==> src/rtl/core/gri_pkg.sv <==
// shared types, widths and constants of the gyro rate integrator
package gri_pkg;

	// field and datapath widths
	localparam int RAW_W      = 16;
	localparam int TIMER_W    = 16;
	localparam int SCALE_W    = 16;
	localparam int WEIGHT_W   = 17;
	localparam int TICK_W     = 32;
	localparam int RATE_W     = 32;
	localparam int ANGLE_W    = 48;
	localparam int TIME_W     = 64;
	localparam int MUL_W      = 33;
	localparam int PROD_W     = 2 * MUL_W;
	localparam int N_AXES     = 3;
	localparam int AXIS_W     = 2;
	localparam int CFG_IDX_W  = 3;
	localparam int CFG_DATA_W = 32;

	// default timer width
	localparam int COUNTER_BITS_DEF = 16;

	// register indexes of the configuration port
	localparam logic [CFG_IDX_W-1:0] REG_RATE_SCALE  = 3'd0;
	localparam logic [CFG_IDX_W-1:0] REG_BIAS_X      = 3'd1;
	localparam logic [CFG_IDX_W-1:0] REG_BIAS_Y      = 3'd2;
	localparam logic [CFG_IDX_W-1:0] REG_BIAS_Z      = 3'd3;
	localparam logic [CFG_IDX_W-1:0] REG_WEIGHT      = 3'd4;
	localparam logic [CFG_IDX_W-1:0] REG_TICK_PERIOD = 3'd5;

	// register values after reset
	localparam logic [SCALE_W-1:0]       RATE_SCALE_RST  = 16'd500;
	localparam logic signed [RATE_W-1:0] BIAS_X_RST      = 32'sd128001;
	localparam logic signed [RATE_W-1:0] BIAS_Y_RST      = -32'sd1500;
	localparam logic signed [RATE_W-1:0] BIAS_Z_RST      = 32'sd0;
	localparam logic [WEIGHT_W-1:0]      WEIGHT_RST      = 17'd19661;
	localparam logic [TICK_W-1:0]        TICK_PERIOD_RST = 32'd67109;

	// fixed-point limits
	localparam logic [WEIGHT_W-1:0]       WEIGHT_ONE = 17'd65536;
	localparam logic signed [RATE_W-1:0]  RATE_MAX   = 32'sh7FFF_FFFF;
	localparam logic signed [RATE_W-1:0]  RATE_MIN   = 32'sh8000_0000;
	localparam logic signed [ANGLE_W-1:0] ANGLE_MAX  = 48'sh7FFF_FFFF_FFFF;
	localparam logic signed [ANGLE_W-1:0] ANGLE_MIN  = 48'sh8000_0000_0000;
	localparam logic [TIME_W-1:0]         INC_LIMIT  = 64'h0002_0000_0000_0000;
	localparam logic [TIME_W-1:0]         LO_ROUND   = 64'h0000_0000_8000_0000;
	localparam int                        SMOOTH_ROUND = 32768;

	// multiplier operations issued by the controller
	typedef enum logic [2:0] {
		OP_NONE,
		OP_TIME,
		OP_RATE,
		OP_KEEP,
		OP_NEW,
		OP_LO,
		OP_HI
	} op_t;

	// commands from controller to datapath
	typedef struct packed {
		logic              load;
		op_t               op;
		logic [AXIS_W-1:0] axis;
		logic              out_load;
	} dp_cmd_t;

	// configuration register set
	typedef struct packed {
		logic [SCALE_W-1:0]       rate_scale;
		logic signed [RATE_W-1:0] bias_x;
		logic signed [RATE_W-1:0] bias_y;
		logic signed [RATE_W-1:0] bias_z;
		logic [WEIGHT_W-1:0]      smoothing_weight;
		logic [TICK_W-1:0]        tick_period;
	} cfg_t;

endpackage

==> src/rtl/core/gri_ctrl.sv <==
// sequencer for the shared multiplier and the handshakes of the gyro rate integrator
module gri_ctrl (
	input  logic             clk,
	input  logic             arst_n,
	input  logic             in_valid,
	output logic             in_ready,
	output logic             out_valid,
	input  logic             out_ready,
	output gri_pkg::dp_cmd_t cmd
);

	// phases of one axis: multiplier issue slots
	localparam logic [2:0] PH_RATE = 3'd0;
	localparam logic [2:0] PH_KEEP = 3'd1;
	localparam logic [2:0] PH_NEW  = 3'd2;
	localparam logic [2:0] PH_LO   = 3'd5;
	localparam logic [2:0] PH_HI   = 3'd6;
	localparam logic [2:0] PH_LAST = 3'd6;
	localparam logic [2:0] TAIL_LAST = 3'd1;
	localparam logic [gri_pkg::AXIS_W-1:0] AXIS_LAST = 2'(gri_pkg::N_AXES - 1);

	typedef enum logic [2:0] {
		S_IDLE,
		S_TIME,
		S_AXIS,
		S_TAIL,
		S_DONE
	} state_t;

	state_t                     state_q;
	logic [2:0]                 phase_q;
	logic [gri_pkg::AXIS_W-1:0] axis_q;
	logic                       out_valid_q;
	logic                       done_load;

	assign in_ready  = (state_q == S_IDLE);
	assign out_valid = out_valid_q;
	assign done_load = (state_q == S_DONE) && (!out_valid_q || out_ready);

	// command decode
	always_comb begin
		cmd.load     = in_valid && (state_q == S_IDLE);
		cmd.out_load = done_load;
		cmd.axis     = axis_q;
		cmd.op       = gri_pkg::OP_NONE;
		unique case (state_q)
			S_TIME: begin
				cmd.op = gri_pkg::OP_TIME;
			end
			S_AXIS: begin
				unique case (phase_q)
					PH_RATE: cmd.op = gri_pkg::OP_RATE;
					PH_KEEP: cmd.op = gri_pkg::OP_KEEP;
					PH_NEW:  cmd.op = gri_pkg::OP_NEW;
					PH_LO:   cmd.op = gri_pkg::OP_LO;
					PH_HI:   cmd.op = gri_pkg::OP_HI;
					default: cmd.op = gri_pkg::OP_NONE;
				endcase
			end
			default: cmd.op = gri_pkg::OP_NONE;
		endcase
	end

	// state, counters and output valid
	always_ff @(posedge clk or negedge arst_n) begin
		if (!arst_n) begin
			state_q     <= S_IDLE;
			phase_q     <= '0;
			axis_q      <= '0;
			out_valid_q <= 1'b0;
		end else begin
			unique case (state_q)
				S_IDLE: begin
					if (in_valid) begin
						state_q <= S_TIME;
					end
				end
				S_TIME: begin
					state_q <= S_AXIS;
					phase_q <= '0;
					axis_q  <= '0;
				end
				S_AXIS: begin
					if (phase_q == PH_LAST) begin
						phase_q <= '0;
						if (axis_q == AXIS_LAST) begin
							state_q <= S_TAIL;
						end else begin
							axis_q <= axis_q + 2'd1;
						end
					end else begin
						phase_q <= phase_q + 3'd1;
					end
				end
				S_TAIL: begin
					if (phase_q == TAIL_LAST) begin
						state_q <= S_DONE;
					end else begin
						phase_q <= phase_q + 3'd1;
					end
				end
				S_DONE: begin
					if (done_load) begin
						state_q <= S_IDLE;
					end
				end
				default: state_q <= S_IDLE;
			endcase

			if (done_load) begin
				out_valid_q <= 1'b1;
			end else if (out_ready) begin
				out_valid_q <= 1'b0;
			end
		end
	end

endmodule

==> src/rtl/core/gri_dp.sv <==
// datapath: shared multiplier, rate, smoothing and angle state of the gyro rate integrator
module gri_dp #(
	parameter int COUNTER_BITS = gri_pkg::COUNTER_BITS_DEF
) (
	input  logic                               clk,
	input  logic                               arst_n,
	input  gri_pkg::dp_cmd_t                   cmd,
	input  gri_pkg::cfg_t                      cfg,
	input  logic signed [gri_pkg::RAW_W-1:0]   raw_x,
	input  logic signed [gri_pkg::RAW_W-1:0]   raw_y,
	input  logic signed [gri_pkg::RAW_W-1:0]   raw_z,
	input  logic [gri_pkg::TIMER_W-1:0]        timer_count,
	output logic signed [gri_pkg::ANGLE_W-1:0] angle_x,
	output logic signed [gri_pkg::ANGLE_W-1:0] angle_y,
	output logic signed [gri_pkg::ANGLE_W-1:0] angle_z,
	output logic signed [gri_pkg::RATE_W-1:0]  smooth_rate_x,
	output logic signed [gri_pkg::RATE_W-1:0]  smooth_rate_y,
	output logic signed [gri_pkg::RATE_W-1:0]  smooth_rate_z
);

	// work after the product stage
	typedef enum logic [1:0] {
		POST_NONE,
		POST_MAG,
		POST_ANGLE
	} post_t;

	// sampled input item
	logic signed [gri_pkg::RAW_W-1:0]   raw_q [gri_pkg::N_AXES];
	logic [gri_pkg::TIMER_W-1:0]        timer_q;

	// per-axis state and the last timer count
	logic signed [gri_pkg::RATE_W-1:0]  smooth_q [gri_pkg::N_AXES];
	logic signed [gri_pkg::ANGLE_W-1:0] angle_q  [gri_pkg::N_AXES];
	logic [COUNTER_BITS-1:0]            last_q;

	// intermediate values
	logic [gri_pkg::TIME_W-1:0]         time_q;
	logic signed [gri_pkg::RATE_W-1:0]  r_q;
	logic signed [49:0]                 keep_q;
	logic [gri_pkg::RATE_W-1:0]         mag_q;
	logic                               neg_q;
	logic [31:0]                        lo_q;
	logic signed [50:0]                 inc_q;

	// pipeline of the shared multiplier
	gri_pkg::op_t                       op_s1;
	logic [gri_pkg::AXIS_W-1:0]         axis_s1;
	logic signed [gri_pkg::PROD_W-1:0]  prod_s1;
	post_t                              post_s2;
	logic [gri_pkg::AXIS_W-1:0]         axis_s2;

	// result register
	logic signed [gri_pkg::ANGLE_W-1:0] out_angle_q  [gri_pkg::N_AXES];
	logic signed [gri_pkg::RATE_W-1:0]  out_smooth_q [gri_pkg::N_AXES];

	logic [COUNTER_BITS-1:0]            now;
	logic [COUNTER_BITS-1:0]            ticks;
	logic [gri_pkg::WEIGHT_W-1:0]       w_clip;
	logic [gri_pkg::WEIGHT_W-1:0]       w_rest;
	logic signed [gri_pkg::MUL_W-1:0]   mul_a;
	logic signed [gri_pkg::MUL_W-1:0]   mul_b;
	logic signed [gri_pkg::RATE_W-1:0]  bias_sel;
	logic signed [33:0]                 rsum;
	logic signed [gri_pkg::RATE_W-1:0]  r_sat;
	logic signed [50:0]                 acc;
	logic signed [gri_pkg::RATE_W-1:0]  s_sat;
	logic [gri_pkg::RATE_W-1:0]         s_post;
	logic                               s_neg;
	logic [gri_pkg::RATE_W-1:0]         s_mag;
	logic [gri_pkg::TIME_W-1:0]         lo_sum;
	logic [gri_pkg::TIME_W-1:0]         inc_sum;
	logic [50:0]                        inc_ext;
	logic signed [51:0]                 asum;
	logic signed [gri_pkg::ANGLE_W-1:0] a_sat;

	// elapsed ticks modulo the counter range
	assign now   = COUNTER_BITS'(timer_q);
	assign ticks = now - last_q;

	// weight limited to one
	assign w_clip = (cfg.smoothing_weight > gri_pkg::WEIGHT_ONE) ?
		gri_pkg::WEIGHT_ONE : cfg.smoothing_weight;
	assign w_rest = gri_pkg::WEIGHT_ONE - w_clip;

	// operand selection for the shared multiplier
	always_comb begin
		unique case (cmd.op)
			gri_pkg::OP_TIME: begin
				mul_a = $signed({1'b0, 32'(ticks)});
				mul_b = $signed({1'b0, cfg.tick_period});
			end
			gri_pkg::OP_RATE: begin
				mul_a = gri_pkg::MUL_W'(raw_q[cmd.axis]);
				mul_b = $signed({17'b0, cfg.rate_scale});
			end
			gri_pkg::OP_KEEP: begin
				mul_a = gri_pkg::MUL_W'(smooth_q[cmd.axis]);
				mul_b = $signed({16'b0, w_rest});
			end
			gri_pkg::OP_NEW: begin
				mul_a = gri_pkg::MUL_W'(r_q);
				mul_b = $signed({16'b0, w_clip});
			end
			gri_pkg::OP_LO: begin
				mul_a = $signed({1'b0, mag_q});
				mul_b = $signed({1'b0, time_q[31:0]});
			end
			gri_pkg::OP_HI: begin
				mul_a = $signed({1'b0, mag_q});
				mul_b = $signed({1'b0, time_q[63:32]});
			end
			default: begin
				mul_a = '0;
				mul_b = '0;
			end
		endcase
	end

	// bias of the axis whose product is in flight
	always_comb begin
		case (axis_s1)
			2'd0:    bias_sel = cfg.bias_x;
			2'd1:    bias_sel = cfg.bias_y;
			default: bias_sel = cfg.bias_z;
		endcase
	end

	// scaled rate plus bias, saturated
	assign rsum  = 34'($signed(prod_s1[32:0])) + 34'(bias_sel);
	assign r_sat = (rsum[33:31] == 3'b000 || rsum[33:31] == 3'b111) ? rsum[31:0] :
		(rsum[33] ? gri_pkg::RATE_MIN : gri_pkg::RATE_MAX);

	// moving average, round half up then floor by 2^16
	assign acc   = 51'(keep_q) + 51'($signed(prod_s1[49:0])) + 51'(gri_pkg::SMOOTH_ROUND);
	assign s_sat = (acc[50:47] == 4'b0000 || acc[50:47] == 4'b1111) ? acc[47:16] :
		(acc[50] ? gri_pkg::RATE_MIN : gri_pkg::RATE_MAX);

	// magnitude and sign of the smoothed rate
	assign s_post = smooth_q[axis_s2];
	assign s_neg  = s_post[31];
	assign s_mag  = s_neg ? (32'd0 - s_post) : s_post;

	// angle increment: rounded low product plus high product, limited
	assign lo_sum  = prod_s1[63:0] + gri_pkg::LO_ROUND;
	assign inc_sum = prod_s1[63:0] + {32'b0, lo_q};
	assign inc_ext = (inc_sum > gri_pkg::INC_LIMIT) ? {1'b0, gri_pkg::INC_LIMIT[49:0]} :
		{1'b0, inc_sum[49:0]};

	// angle accumulate, saturated
	assign asum  = 52'(angle_q[axis_s2]) + 52'(inc_q);
	assign a_sat = (asum[51:47] == 5'b00000 || asum[51:47] == 5'b11111) ? asum[47:0] :
		(asum[51] ? gri_pkg::ANGLE_MIN : gri_pkg::ANGLE_MAX);

	// state and pipeline control
	always_ff @(posedge clk or negedge arst_n) begin
		if (!arst_n) begin
			for (int i = 0; i < gri_pkg::N_AXES; i++) begin
				smooth_q[i] <= '0;
				angle_q[i]  <= '0;
			end
			last_q  <= '0;
			op_s1   <= gri_pkg::OP_NONE;
			post_s2 <= POST_NONE;
		end else begin
			op_s1 <= cmd.op;
			if (cmd.op == gri_pkg::OP_TIME) begin
				last_q <= now;
			end
			if (op_s1 == gri_pkg::OP_NEW) begin
				smooth_q[axis_s1] <= s_sat;
			end
			if (post_s2 == POST_ANGLE) begin
				angle_q[axis_s2] <= a_sat;
			end
			case (op_s1)
				gri_pkg::OP_NEW: post_s2 <= POST_MAG;
				gri_pkg::OP_HI:  post_s2 <= POST_ANGLE;
				default:         post_s2 <= POST_NONE;
			endcase
		end
	end

	// payload registers
	always_ff @(posedge clk) begin
		if (cmd.load) begin
			raw_q[0] <= raw_x;
			raw_q[1] <= raw_y;
			raw_q[2] <= raw_z;
			timer_q  <= timer_count;
		end
		prod_s1 <= mul_a * mul_b;
		axis_s1 <= cmd.axis;
		axis_s2 <= axis_s1;
		case (op_s1)
			gri_pkg::OP_TIME: time_q <= prod_s1[63:0];
			gri_pkg::OP_RATE: r_q    <= r_sat;
			gri_pkg::OP_KEEP: keep_q <= prod_s1[49:0];
			gri_pkg::OP_LO:   lo_q   <= lo_sum[63:32];
			gri_pkg::OP_HI:   inc_q  <= neg_q ? $signed(51'd0 - inc_ext) : $signed(inc_ext);
			default: ;
		endcase
		if (post_s2 == POST_MAG) begin
			mag_q <= s_mag;
			neg_q <= s_neg;
		end
		if (cmd.out_load) begin
			for (int i = 0; i < gri_pkg::N_AXES; i++) begin
				out_angle_q[i]  <= angle_q[i];
				out_smooth_q[i] <= smooth_q[i];
			end
		end
	end

	assign angle_x       = out_angle_q[0];
	assign angle_y       = out_angle_q[1];
	assign angle_z       = out_angle_q[2];
	assign smooth_rate_x = out_smooth_q[0];
	assign smooth_rate_y = out_smooth_q[1];
	assign smooth_rate_z = out_smooth_q[2];

endmodule

==> src/rtl/core/gyro_rate_integrator.sv <==
// top level of the gyro rate integrator: configuration registers, controller and datapath
//
// Takes one three-axis gyro sample (raw_x/y/z, timer_count) per transfer on the
// in_valid/in_ready channel and returns one result (angle_x/y/z, smooth_rate_x/y/z)
// per transfer on the out_valid/out_ready channel. Per axis the raw value is scaled,
// biased, smoothed by a moving average and integrated over the elapsed timer ticks.
// The user must write registers through cfg_we/cfg_index/cfg_data only while no sample
// is in work; the block itself does not enforce it. A new sample is taken only once
// the block is idle again, as the single 33x33 multiplier serves the tick time and
// seven issue slots per axis in turn.
// The result sits in an output register; while it waits for out_ready the block
// accepts and works on the next sample, then holds that one until the register frees.
// Reset clears smoothed rates, angles and the last timer count to zero and loads the
// register defaults; the first sample measures its elapsed ticks from a count of zero.
module gyro_rate_integrator #(
	parameter int COUNTER_BITS = gri_pkg::COUNTER_BITS_DEF
) (
	input  logic                                clk,
	input  logic                                arst_n,
	input  logic                                in_valid,
	output logic                                in_ready,
	input  logic signed [gri_pkg::RAW_W-1:0]    raw_x,
	input  logic signed [gri_pkg::RAW_W-1:0]    raw_y,
	input  logic signed [gri_pkg::RAW_W-1:0]    raw_z,
	input  logic [gri_pkg::TIMER_W-1:0]         timer_count,
	output logic                                out_valid,
	input  logic                                out_ready,
	output logic signed [gri_pkg::ANGLE_W-1:0]  angle_x,
	output logic signed [gri_pkg::ANGLE_W-1:0]  angle_y,
	output logic signed [gri_pkg::ANGLE_W-1:0]  angle_z,
	output logic signed [gri_pkg::RATE_W-1:0]   smooth_rate_x,
	output logic signed [gri_pkg::RATE_W-1:0]   smooth_rate_y,
	output logic signed [gri_pkg::RATE_W-1:0]   smooth_rate_z,
	input  logic                                cfg_we,
	input  logic [gri_pkg::CFG_IDX_W-1:0]       cfg_index,
	input  logic [gri_pkg::CFG_DATA_W-1:0]      cfg_data
);

	gri_pkg::cfg_t    cfg_q;
	gri_pkg::dp_cmd_t cmd;

	// configuration registers
	always_ff @(posedge clk or negedge arst_n) begin
		if (!arst_n) begin
			cfg_q.rate_scale       <= gri_pkg::RATE_SCALE_RST;
			cfg_q.bias_x           <= gri_pkg::BIAS_X_RST;
			cfg_q.bias_y           <= gri_pkg::BIAS_Y_RST;
			cfg_q.bias_z           <= gri_pkg::BIAS_Z_RST;
			cfg_q.smoothing_weight <= gri_pkg::WEIGHT_RST;
			cfg_q.tick_period      <= gri_pkg::TICK_PERIOD_RST;
		end else if (cfg_we) begin
			unique case (cfg_index)
				gri_pkg::REG_RATE_SCALE:  cfg_q.rate_scale       <= cfg_data[15:0];
				gri_pkg::REG_BIAS_X:      cfg_q.bias_x           <= $signed(cfg_data);
				gri_pkg::REG_BIAS_Y:      cfg_q.bias_y           <= $signed(cfg_data);
				gri_pkg::REG_BIAS_Z:      cfg_q.bias_z           <= $signed(cfg_data);
				gri_pkg::REG_WEIGHT:      cfg_q.smoothing_weight <= cfg_data[16:0];
				gri_pkg::REG_TICK_PERIOD: cfg_q.tick_period      <= cfg_data;
				default: ;
			endcase
		end
	end

	// sequencer
	gri_ctrl u_ctrl (
		.clk       (clk),
		.arst_n    (arst_n),
		.in_valid  (in_valid),
		.in_ready  (in_ready),
		.out_valid (out_valid),
		.out_ready (out_ready),
		.cmd       (cmd)
	);

	// arithmetic and state
	gri_dp #(
		.COUNTER_BITS (COUNTER_BITS)
	) u_dp (
		.clk           (clk),
		.arst_n        (arst_n),
		.cmd           (cmd),
		.cfg           (cfg_q),
		.raw_x         (raw_x),
		.raw_y         (raw_y),
		.raw_z         (raw_z),
		.timer_count   (timer_count),
		.angle_x       (angle_x),
		.angle_y       (angle_y),
		.angle_z       (angle_z),
		.smooth_rate_x (smooth_rate_x),
		.smooth_rate_y (smooth_rate_y),
		.smooth_rate_z (smooth_rate_z)
	);

endmodule

==> config.mk <==
export PLATFORM = sky130hd
export DESIGN_NAME = gyro_rate_integrator
export DESIGN_NICKNAME = d
export VERILOG_FILES = /design/src/rtl/core/gri_pkg.sv /design/src/rtl/core/gri_ctrl.sv /design/src/rtl/core/gri_dp.sv /design/src/rtl/core/gyro_rate_integrator.sv
export SDC_FILE = /design/constraint.sdc
export NUM_CORES = 2
export LEC_CHECK = 0
export BUFFER_PORTS_ARGS = -buffer_cell sky130_fd_sc_hd__buf_2
export CAP_MARGIN = 20
export CORE_MARGIN = 10
export CORE_UTILIZATION = 64
export DETAILED_ROUTE_END_ITERATION = 8
export PLACE_DENSITY = 0.87
export SLEW_MARGIN = 20
export SYNTH_ARGS = -nofsm -noshare
export SYNTH_HDL_FRONTEND = slang
export SYNTH_HIERARCHICAL = 1
export SYNTH_SLANG_ARGS = --single-unit
==> constraint.sdc <==
create_clock -name clk -period 14.65 [get_ports clk]
set_input_delay 1.465 -clock clk [delete_from_list [all_inputs] [get_ports clk]]
set_output_delay 1.465 -clock clk [all_outputs]
set_load 0.02 [all_outputs]
==> reports/qor.yml <==
timing:
  fin_crit_sh_pct: 92.0
  worst_pin_slew_ns: 1.26
  period_minus_slack_ns: 13.48
  hold_viol_final: 0
  rsz0062_at_grt: "false"
  timing.hold.ws_ns: 0.467
  final.setup.tns_ns: 0
  max_freq_mhz: 74.2
  setup_viol: 0
  relSlewSlack_pct: 16.3
  fin_worst_skew_ns: 0.0816
  fin_ws_ns: 1.17
  drv_slew: 0
drt:
  via_per_inst: 6.39
  wl_per_cell_um: 27.1
  drc: 0
  routed_wl_um: 301000
  drt-initial-drc-count: 9139
  ant_nets: 0
  vias: 71000
  drtPass1Iterations: 7
cts:
  tritoncts: "built"
  clk_pin_slew_worst_paths_ns: 0.06
  cts_sinks: 1065
  cts_root_buf: "clkbuf_16"
  cts-resized-gates: 0
  clock_latency_ns: 0.77
  clk_path_buf_depth: 3
  cts_buffers: 106
  cts_setup_buffers: 0
  htreeDepth: 3
  holdBufCountCts: 0
yosys:
  ys_ff_latch: 1065
  synthArstFlopShare_pct: 40.5
  synth_ff_type: "edfxtp_1"
  synth-edff-count: 566
  avgSynthCellArea_um2: 10.1
  yosys_warnings: 6
  synth-seq-area-share_pct: 32.5
  netlist_area_mm2: 0.0898
  ys_types: 121
  synthCells: 8909
status:
  status: "finished clean"
placement:
  place_congestion: 1.07
  hpwl_um: 227000
  portBuffers: 345
  placed_cells: 10900
  dp_slack_ns: 1.62
worst_setup_path:
  worstPathArrival_ns: 14.09
  required_ns: 15.27
  crit_slowest_cell: "a21oi_1"
  cpPeakStageDelay_ns: 0.85
  start_kind: "flip-flop"
  cp_max_fo: 36
  path_common_cell: "inv_1"
  cp-end-kind: "flip-flop"
  worstSetupPathType: "flip-flop to flip-flop"
die:
  fp.coreArea_mm2: 0.140
  pin_count: 346
  start_util_pct: 64.4
  die_w_um: 395
  die_h_um: 395
  std_cell_rows: 137
  dieArea_mm2: 0.156
global_routing:
  grt_start_max_net_pins: 173
  grt_pass1_wl_um: 451000
  overflow: 0
  antenna_found_initial: 26
  track_usage_pct: 38.2
  grt_pass1_vias: 72700
job:
  max_cap_violations: 0
finish:
  area_delta_synth_final_pct: 8.59
  drive_above_1_share_pct: 11.6
  finalNetCount: 10800
  layout.cells.non_filler: 11100
  n_fill_cell: 10100
hold_path:
  min_path_type: "flip-flop to flip-flop"
[layout make-up]
cell class / instances / area, um2 / share of cell area (%)
multi-input combinational: 6274 / 54900 / 56.3
sequential: 1065 / 29200 / 29.9
inverter: 1166 / 4380 / 4.49
timing repair buffer: 517 / 3040 / 3.12
clock buffer: 138 / 2870 / 2.94
tap: 1876 / 2350 / 2.41
clock inverter: 63 / 742 / 0.761
antenna: 11 / 27.5 / 0.0282
[metrics by stage]
stage               util, %  instance area [um2]
finish                 69.9                97600
floorplan                 -                89900
global route           69.9                97500
detailed placement     67.3                93900
CTS                    69.9                97500
global placement       67.3                93900
[critical path: cells and delay by family (launching register included)]
kind	cells	cell delay [ns]
compound gates	14	5.27
buf+inv	12	1.96
flops	1	0.41
simple gates	6	1.04
fa+ha+maj	10	4.61
[worst paths after layout]
check / startpoint / to / slack [ns] / depth (start not counted)
setup / recovery: u_ctrl/phase_q[1]$_DFFE_PN0P_ / u_dp/prod_s1[62]$_DFF_P_ / 1.17 / 42
setup reg to reg: u_ctrl/phase_q[1]$_DFFE_PN0P_ / u_dp/prod_s1[62]$_DFF_P_ / 1.17 / 42
min in group asynchronous: arst_n / u_ctrl/out_valid$_DFFE_PN0P_ / 0.73 / 1
hold reg to reg: u_dp/angle_q[80]$_DFFE_PN0P_ / u_dp/out_angle_q[0][80]$_DFFE_PP_ / 0.47 / 0
hold / removal: u_dp/angle_q[80]$_DFFE_PN0P_ / u_dp/out_angle_q[0][80]$_DFFE_PP_ / 0.47 / 0
max in group asynchronous: arst_n / u_dp/last_q[7]$_DFFE_PN0P_ / 11.46 / 3
[metal layers]
| layer | up-vias | global-route usage (%) | part of all wire (%) |
|---|---|---|---|
| met2 | 5201 | 57.5 | 43 |
| li1 | 29800 | - | - |
| met4 | 26 | 22.2 | 7.4 |
| met3 | 1237 | 14.3 | 14 |
| met1 | 34800 | 47.2 | 35 |
| met5 | - | 0 | 0.073 |
[cell usage in the layout, fill, tap and decap left out, types with 25 or more instances in the layout]
cell type | Yosys | routed
inv_1 | 1162 | 1162
fa_1 | 1097 | 1097
nor2_1 | 971 | 967
nand2_1 | 919 | 919
a21oi_1 | 579 | 571
edfxtp_1 | 566 | 566
ha_1 | 423 | 423
dfrtp_1 | 380 | 378
buf_2 | 44 | 344
o21ai_0 | 328 | 325
mux2i_1 | 206 | 206
xnor2_1 | 188 | 188
buf_4 | 5 | 169
mux2_2 | 162 | 162
a21o_1 | 127 | 127
xor2_1 | 122 | 122
clkbuf_16 | 0 | 107
nand3_1 | 84 | 83
nand2b_1 | 82 | 82
nor3_1 | 85 | 78
dfxtp_1 | 68 | 64
nand4_1 | 57 | 57
o21a_1 | 55 | 55
and2_1 | 53 | 52
dfstp_2 | 51 | 51
and3_1 | 44 | 42
nor2b_1 | 44 | 41
a31oi_1 | 36 | 36
a22oi_1 | 36 | 36
or3_1 | 35 | 35
a211oi_1 | 39 | 32
o21bai_1 | 32 | 32
or2_2 | 31 | 31
o22ai_1 | 26 | 26
o21ai_1 | 36 | 26
conb_1 | 2 | 26
clkinv_2 | 0 | 25
o211ai_1 | 25 | 25
[synthesized netlist by cell type, drive strengths merged (23+ instances only)]
master | n | share of area (%)
xor2 | 122 | 1.2
or2 | 36 | 0.25
a211o | 23 | 0.22
nand2 | 923 | 3.9
edfxtp | 566 | 19
buf | 93 | 0.58
ha | 423 | 5.9
o22ai | 26 | 0.18
o21a | 55 | 0.46
and2 | 53 | 0.37
dfstp | 51 | 1.5
a211oi | 43 | 0.38
xnor2 | 188 | 1.8
nand3 | 85 | 0.49
a21o | 127 | 1.1
nand2b | 82 | 0.57
mux2 | 168 | 2.1
and3 | 45 | 0.32
nor2 | 974 | 4.1
o211ai | 28 | 0.25
nor3 | 89 | 0.52
or3 | 36 | 0.26
o21bai | 32 | 0.27
mux2i | 206 | 2.3
inv | 1163 | 4.9
dfxtp | 68 | 1.5
a22oi | 36 | 0.30
o31ai | 25 | 0.23
nand4 | 61 | 0.45
o21ai | 367 | 2.1
nor2b | 44 | 0.31
a31oi | 37 | 0.26
dfrtp | 380 | 11
a21oi | 583 | 3.3
fa | 1097 | 24
clkbuf | 335 | 1.4
[registers in the layout (all words and copies together), names as in the netlist, 48 cells and up]
signal / flops
u_dp/out_smooth_q: 96
u_dp/raw_q: 48
u_dp/angle_q: 144
u_dp/out_angle_q: 144
u_dp/keep_q: 50
cfg_q: 161
u_dp/prod_s1: 64
u_dp/time_q: 64
u_dp/inc_q: 51
u_dp/smooth_q: 96
[logic make-up after synthesis]
logic type | share of synthesized area, %
compound gates | 10.5
xor+xnor | 3.02
fa+ha+maj | 30.3
buf+inv | 6.85
flops | 32.5
mux | 4.40
other cells | 0.00836
simple gates | 12.4
Power is not shown: default switching activity piles up to over one toggle a cycle in this logic, so the estimate is an artifact.
